[src/dcwq_pkg.sv]
`timescale 1ns / 1ps
// ----------------------------------------------------------------------------
// dcwq_pkg
// Shared types and constants of the duplicate-rejecting circular work queue.
// ----------------------------------------------------------------------------
package dcwq_pkg;

  // storage geometry
  localparam int unsigned DEPTH     = 1024;
  localparam int unsigned ITEM_BITS = 16;
  localparam int unsigned PTR_W     = $clog2(DEPTH);
  localparam int unsigned CNT_W     = PTR_W + 1;

  // configuration port
  localparam int unsigned APB_AW = 3;
  localparam int unsigned APB_DW = 32;
  localparam logic [CNT_W-1:0] CAP_RESET = CNT_W'(DEPTH);

  // register index, taken from the word address
  typedef enum logic {
    REG_CAPACITY = 1'b0
  } reg_idx_e;

  typedef logic [CNT_W-1:0] cap_t;

  // result codes
  typedef enum logic [2:0] {
    ST_ADDED   = 3'd0,
    ST_PRESENT = 3'd1,
    ST_FULL    = 3'd2,
    ST_POPPED  = 3'd3,
    ST_EMPTY   = 3'd4
  } status_e;

  // request kinds
  typedef enum logic {
    REQ_ADD = 1'b0,
    REQ_POP = 1'b1
  } req_e;

endpackage

[src/dcwq_cfg.sv]
`timescale 1ns / 1ps
// ----------------------------------------------------------------------------
// dcwq_cfg
// Configuration register file: holds the capacity register and provides the
// clamped capacity (1 to DEPTH) that the queue pointers wrap at.
// ----------------------------------------------------------------------------
module dcwq_cfg import dcwq_pkg::*; (
  input  logic              clk_i,
  input  logic              rst_ni,
  input  logic              psel,
  input  logic              penable,
  input  logic              pwrite,
  input  logic [APB_AW-1:0] paddr,
  input  logic [APB_DW-1:0] pwdata,
  output logic [APB_DW-1:0] prdata,
  output logic              pready,
  output cap_t              cap_o
);

  logic [CNT_W-1:0] capacity_q, capacity_d;
  reg_idx_e         reg_idx;
  logic             wr_en;

  assign pready  = 1'b1;
  assign reg_idx = reg_idx_e'(paddr[2]);
  assign wr_en   = psel & penable & pwrite;

  // register write
  always_comb begin
    capacity_d = capacity_q;
    if (wr_en && reg_idx == REG_CAPACITY) begin
      capacity_d = pwdata[CNT_W-1:0];
    end
  end

  always_ff @(posedge clk_i or negedge rst_ni) begin
    if (!rst_ni) begin
      capacity_q <= CAP_RESET;
    end else begin
      capacity_q <= capacity_d;
    end
  end

  // register read
  always_comb begin
    prdata = '0;
    case (reg_idx)
      REG_CAPACITY: prdata = APB_DW'(capacity_q);
      default:      prdata = '0;
    endcase
  end

  // clamp to the usable range
  always_comb begin
    if (capacity_q == '0) begin
      cap_o = CNT_W'(1);
    end else if (capacity_q > CNT_W'(DEPTH)) begin
      cap_o = CNT_W'(DEPTH);
    end else begin
      cap_o = capacity_q;
    end
  end

endmodule

[config.mk]
export PLATFORM = sky130hd
export DESIGN_NAME = dcwq_cfg
export DESIGN_NICKNAME = d
export VERILOG_FILES = /design/src/dcwq_pkg.sv /design/src/dcwq_cfg.sv
export SDC_FILE = /design/constraint.sdc
export NUM_CORES = 1
export LEC_CHECK = 0
export CAP_MARGIN = 20
export CORE_ASPECT_RATIO = 0.8
export CORE_MARGIN = 5
export CORE_UTILIZATION = 50
export DETAILED_ROUTE_END_ITERATION = 6
export DONT_BUFFER_PORTS = 1
export PLACE_DENSITY_LB_ADDON = 0.12
export SLEW_MARGIN = 20
export SYNTH_ARGS = -nofsm -noshare
export SYNTH_HDL_FRONTEND = slang
export SYNTH_SLANG_ARGS = --single-unit
[constraint.sdc]
create_clock -name clk_i -period 1.15 [get_ports clk_i]
set_input_delay 0.23 -clock clk_i [delete_from_list [all_inputs] [get_ports clk_i]]
set_output_delay 0.23 -clock clk_i [all_outputs]
set_load 0.02 [all_outputs]
Word level (Yosys, flattened, before mapping)
Cells that the tools add are included.

word-level totals
  register bits after elaboration = 11
  bits of input ports = 40
  logic and storage cells = 10

operators by class
  $lt $le $gt $ge = 1
  muxes and demuxes = 3
  bitwise logic cells = 3
  reductions and logical operators = 2

operators by type and width
  cell                                                    count
  2-to-1 mux 11 bit                                       3
  greater-than comparator 11 bit (second input constant)  1
  logical NOT 11 bit                                      1
  bitwise AND 1 bit                                       2
  logical AND 1 bit                                       1
  inverter 1 bit                                          1

Longest topological paths before layout
Gate-level depths: netlist (run 1).

  depth in word-level cells = 3
  gate-level depth with buffers = 3
  mapped depth without buffers = 2

Worst setup path before layout (run 1)
No wires, ideal clock.

  path type = flip-flop to output port
  start = register capacity_q[10]
  end = output cap_o[1]
  arrival time = 953 ps
  data required time = 920 ps
  slack = -33 ps
  stages on the path, launching flop included = 3
  path buffers = 1
  cell sequence = dfstp_2 -> clkbuf_1 -> nor2b_1

between the ends
  cells in the longest elaborated chain, start to end = 3

ends and longest elaborated chain
  item                            RTL line        text
  from (decl)                     dcwq_cfg.sv:20  logic [CNT_W-1:0] capacity_q, capacity_d;
  from (signal assigned)          dcwq_cfg.sv:40  capacity_q <= capacity_d;
  greater-than comparator 11 bit  dcwq_cfg.sv:57  end else if (capacity_q > CNT_W'(DEPTH)) begin
  2-to-1 mux 11 bit               dcwq_cfg.sv:57
  2-to-1 mux 11 bit (*)           dcwq_cfg.sv:55  if (capacity_q == '0) begin
  to (decl)                       dcwq_cfg.sv:17  output cap_t cap_o

Mark *: on every way between the ends. The rest lies on a longest branch, timed or not.

Final worst setup path (run 1)
  start = register capacity_q[10]
  end = output cap_o[0]

Same word-level chain as after synthesis.

==> results.py, run 1 <==
metrics = {
    "drt": {
        "route.vias.total": 555,
        "ant_nets": 0,
        "drt_first_pass_iters": 3,
        "first_iter_violations": 5,
        "via_per_inst": 4.34,
        "wl_per_cell_um": 13.7,
        "drc_errors": 0,
        "wirelength_um": 1750,
    },
    "synth": {
        "netlist_instances": 76,
        "yosysTopAreaCell": "dfrtp_1",
        "netlist-cell-type-count": 15,
        "syn_area_sq_um": 811,
        "seq_area_frac_synth": 0.341,
        "avgSynthCellArea_sq_um": 10.7,
        "synthTopCellsByArea": "dfrtp_1 31%, buf_4 20%, mux2_4 19%",
        "synth_seq_cells": 11,
        "yosys_warnings": 0,
        "yosys.area.top_type_share": 0.309,
    },
    "die": {
        "die_area_sq_um": 2530,
        "die_w_um": 55.0,
        "core-area_sq_um": 1580,
        "start_util": 0.514,
        "ios": 84,
        "fp.dieH_um": 46.0,
        "rows": 13,
    },
    "clock_tree": {
        "clock_latency_ps": 270,
        "cts_sinks": 11,
        "cts_made_buffers": 3,
        "cts_tree": "done",
        "cts_root_buf": "clkbuf_4",
        "clock_path_buffers": 2,
        "htree_levels": 1,
        "path_clk_slew_ps": 80,
    },
    "critical_path": {
        "cp-start-kind": "flop",
        "critPathMaxStageDelay_ps": 610,
        "cp_top_family": "flip-flops",
        "crit_fanout": 4,
        "cp.required_ps": 920,
        "cp.arrival_ps": 1270,
        "slowest_stage": "dfstp_2",
        "path_buf_inv": 0,
        "crit_chain": "nor4_4 -> a32o_2",
        "worstSetupPathType": "flop to output port",
        "end_kind": "output port",
    },
    "placement": {
        "port_buffers": 0,
        "dpl_worst_slack_ps": -65.8,
        "dp.cells": 120,
        "place.gp.congestion": 0.679,
        "dp_hpwl_um": 1290,
    },
    "timing": {
        "period_needed_ps": 1500,
        "relSlewSlack": 0.668,
        "setup_viol": 21,
        "fin_worst_skew_ps": 0,
        "period_share": 1.30,
        "tightestPinTransition_ps": 496,
        "fmax_ghz": 0.668,
        "report.final.hold_viol_count": 0,
        "postLayoutSetupSlackWorst_ps": -347,
        "drv_slew": 0,
        "rsz0062_at_grt": "true",
    },
    "global_route": {
        "antenna_found_initial": 0,
        "grt-ovfl-total": 0,
        "grt_pass1_wl_um": 2440,
        "grt_start_max_net_pins": 13,
        "grt_pass1_vias": 513,
        "track_usage": 0.139,
    },
    "job": {
        "drv_cap": 0,
    },
    "cells_and_area": {
        "reg_top3": "capacity_q (11)",
        "layout_commonest_cell": "conb_1",
        "final_core_util": 0.734,
        "mostFrequentLayoutCells": "22 x conb_1, 16 x buf_6, 14 x buf_4",
        "areaGrowthSynthToFinish_pct": 42.7,
        "diodes": 0,
        "largest-register": "capacity_q",
        "instances_no_fill": 128,
        "largest_reg_flops": 11,
        "finalNetCount": 147,
        "layout-drive-gt1-share": 0.566,
    },
    "min_path": {
        "min-delay-path-class": "input port to flop",
    },
    "pwr": {
        "power.leakage_nw": 0.614,
        "p_per_area_nw_per_um2": 1650,
        "ir_worst_vdd_mv": 0.992,
    },
    "outcome": {
        "status": "finished, violations left",
        "violations": "negative setup slack",
    },
}
kinds of logic (layout without fill, tap and decap cells):
| group | count (synthesis) | count (layout) | synth area share |
|---|---|---|---|
| buffers and inverters | 27 | 37 | 0.236 |
| and+or+nand+nor | 24 | 24 | 0.202 |
| muxes | 11 | 11 | 0.199 |
| DFF | 11 | 11 | 0.341 |
| other | 2 | 22 | 0.00926 |
| AOI/OAI and AO/OA | 1 | 1 | 0.0123 |
repair_timing:
item / CTS / global route
endpoints found under the setup margin: 22 / 22
hold buffers: 1 / 0
setup buffers: 2 / 2
pin swaps: 1 / 2
resized for setup: 11 / 25
endpoints found under the hold margin: 11 / 0
final timing paths:
check	depth (start not counted)	endpoint	slack (ps)	from
setup / recovery	2	cap_o[0]	-350	capacity_q[10]
hold / removal	1	capacity_q[1]	90	pwdata[1]
setup reg to reg	3	capacity_q[2]	140	capacity_q[2]
hold reg to reg	1	capacity_q[8]	570	capacity_q[8]
max in group asynchronous	1	capacity_q[10]	440	rst_ni
min in group asynchronous	1	capacity_q[3]	350	rst_ni
stage by stage:
step                power [W]  TNS, ps  area, sq um  hold slack [ps]
detailed placement    0.00140    -65.8          950            -65.4
global placement      0.00139    -70.9          950            -65.4
global route          0.00202    -5390         1160             89.5
floorplan             0.00112        0          888            -65.6
CTS                   0.00177    -4440         1050             99.0
finish                0.00191    -4540         1160             90.8
cell type report:
type / instances / area, sq um
multi-input combinational: 58 / 508
tap: 22 / 27.5
fill: 114 / 420
sequential: 11 / 277
clock buffer: 4 / 26.3
inverter: 1 / 3.75
timing repair buffer: 32 / 315
synthesized netlist by cell type:
cell type / n
mux2_2: 1
clkbuf_1: 3
and2b_1: 1
dfrtp_1: 10
conb_1: 2
a32o_1: 1
inv_1: 1
dfstp_2: 1
nor2b_1: 18
nand4b_4: 1
buf_4: 22
buf_6: 1
nor2_1: 2
nor4_1: 2
mux2_4: 10
metal layers:
metal | share of wire | vias to the layer above | routed length (um) | global-route usage
li1 | - | 262 | - | -
met1 | 0.39 | 259 | 675 | 0.179
met2 | 0.51 | 31 | 887 | 0.222
met3 | 0.094 | 3 | 165 | 0.0328
met4 | 0.013 | 0 | 23 | 0.0583
met5 | 0 | - | 0 | 0
where the power goes:
part | leakage, nW | internal, W | total (W) | switching [W]
registers | 0.131 | 0.000479 | 0.000576 | 0.0000967
clock network | 0.0150 | 0.000135 | 0.000274 | 0.000139
logic | 0.468 | 0.000596 | 0.00106 | 0.000466
Note: power is estimated with default switching activity, not from simulation.
==> inputs of run 2 (changes only) <==
Settings changed: PLACE_DENSITY_LB_ADDON 0.12 to 0.15.
==> run 2 against run 1 <==
Net effect: the run still ends with negative setup slack left; clock skew did not move; via count decreased by 0.36%; sequential share of layout area grew 0.47 points; highest routed layer unchanged.
==> results.py, run 2 (synthesized netlist as in run 1, its figures left out) <==
metrics = {
    "placement": {
        "place.gp.congestion": 0.664,
        "dp_hpwl_um": 1300,
        "port_buffers": 0,
    },
    "critical_path": {
        "cp-startpoint": "capacity_q[5]",
        "critPathMaxStageDelay_ps": 410,
        "r2r-start": "capacity_q[10]",
        "crit_cells": 2,
        "timing.reg2reg.setup_slack_ps": 90,
        "end_kind": "output port",
        "cp.arrival_ps": 1260,
        "r2r-end": "capacity_q[10]",
        "cp.required_ps": 920,
        "crit_chain": "nor4_4 -> a32o_2",
        "r2r_cells": 3,
        "worstSetupPathType": "flop to output port",
        "crit_path_end": "cap_o[0]",
        "cp_top_family": "flip-flops",
        "crit_fanout": 2,
        "path_buf_inv": 0,
        "slowest_stage": "dfrtp_1",
        "cp-start-kind": "flop",
    },
    "die": {
        "start_util": 0.514,
        "die_area_sq_um": 2530,
        "rows": 13,
        "core-area_sq_um": 1580,
        "die_w_um": 55.0,
        "ios": 84,
        "fp.dieH_um": 46.0,
    },
    "drt": {
        "wirelength_um": 1790,
        "via_per_inst": 4.32,
        "drc_errors": 0,
        "route.vias.total": 553,
        "drt_first_pass_iters": 2,
        "ant_nets": 0,
        "wl_per_cell_um": 14.0,
        "first_iter_violations": 2,
    },
    "cells_and_area": {
        "largest_reg_flops": 11,
        "layout-drive-gt1-share": 0.547,
        "reg_top3": "capacity_q (11)",
        "mostFrequentLayoutCells": "22 x conb_1, 17 x buf_6, 14 x buf_4, 11 x nor2b_1",
        "largest-register": "capacity_q",
        "diodes": 0,
        "layout_commonest_cell": "conb_1",
        "finalNetCount": 147,
        "areaGrowthSynthToFinish_pct": 40.0,
        "final_core_util": 0.719,
    },
    "timing": {
        "setup_viol": 22,
        "fin_worst_skew_ps": 0,
        "tightestPinTransition_ps": 523,
        "fmax_ghz": 0.672,
        "report.final.hold_viol_count": 0,
        "drv_slew": 0,
        "postLayoutSetupSlackWorst_ps": -338,
        "rsz0062_at_grt": "true",
        "period_share": 1.29,
        "relSlewSlack": 0.650,
        "period_needed_ps": 1490,
    },
    "pwr": {
        "ir_worst_vdd_mv": 1.11,
        "totalPowerFinal_w": 0.00186,
        "p_per_area_nw_per_um2": 1640,
        "power.leakage_nw": 0.606,
    },
    "clock_tree": {
        "clock_path_buffers": 2,
        "path_clk_slew_ps": 70,
        "cts_root_buf": "clkbuf_4",
        "cts_made_buffers": 3,
        "cts_sinks": 11,
        "cts_tree": "done",
        "htree_levels": 1,
        "clock_latency_ps": 260,
    },
    "outcome": {
        "violations": "negative setup slack",
        "status": "finished, violations left",
    },
    "min_path": {
        "min-delay-path-class": "input port to flop",
        "hold_depth": 1,
        "holdCritStartpoint": "pwdata[0]",
    },
    "global_route": {
        "antenna_found_initial": 0,
        "grt_pass1_wl_um": 2460,
        "grt_pass1_vias": 509,
        "track_usage": 0.141,
        "grt-ovfl-total": 0,
        "grt_start_max_net_pins": 13,
    },
    "job": {
        "drv_cap": 0,
    },
}
## run 2: changes by cell type in the layout (fill, tap and decap cells not counted)
cell     change
nor4_2       -1
nor2b_4      -1
buf_6        +1
nor2b_1      +1
buf_12       -1
nor4_1       +1
## run 2: routing by layer
layer	wire length, um	vias to the layer above	track usage
met2	865	31	0.226
met1	716	261	0.177
met3	207	2	0.0492
li1	-	259	-
met4	4	0	0.0437
met5	0	-	0
## run 2: worst min path at each step
stage	endpoint	slack (ps)
final	capacity_q[0]	110
after CTS	capacity_q[8]	110
after floorplan	capacity_q[0]	-70
after detailed placement	capacity_q[7]	-70
after global placement	capacity_q[9]	-70
after global routing	capacity_q[8]	90
## run 2: power breakdown
group	leakage, nW	switching, W	internal, W
Sequential	0.131	0.0000964	0.000479
Clock	0.0150	0.000125	0.000134
Combinational	0.460	0.000456	0.000567
## run 2: area by class of cell
type,count,area [sq um]
Timing Repair Buffer,32,307
Clock buffer,4,26.3
Tap cell,22,27.5
Inverter,1,3.75
Sequential cell,11,277
Multi-Input combinational cell,58,494
Fill cell,109,443
## run 2: per-stage QoR
stage | cell area, sq um | setup WS, ps | TNS, ps | std cells | hold WS (ps)
floorplan | 888 | 24.4 | 0 | 96 | -65.6
global placement | 937 | -64.9 | -64.9 | 120 | -65.3
detailed placement | 937 | -127 | -127 | 120 | -65.3
global route | 1130 | -420 | -5060 | 128 | 92.9
finish | 1130 | -338 | -4120 | 128 | 110
CTS | 1060 | -354 | -4120 | 127 | 107
## run 2: repair_timing
| action | CTS | global route |
|---|---|---|
| endpoints found under the hold margin | 11 | 0 |
| hold buffers | 1 | 0 |
| pin swaps | 2 | 2 |
| setup buffers | 2 | 2 |
| resized for setup | 18 | 16 |
| setup endpoints to repair | 22 | 22 |
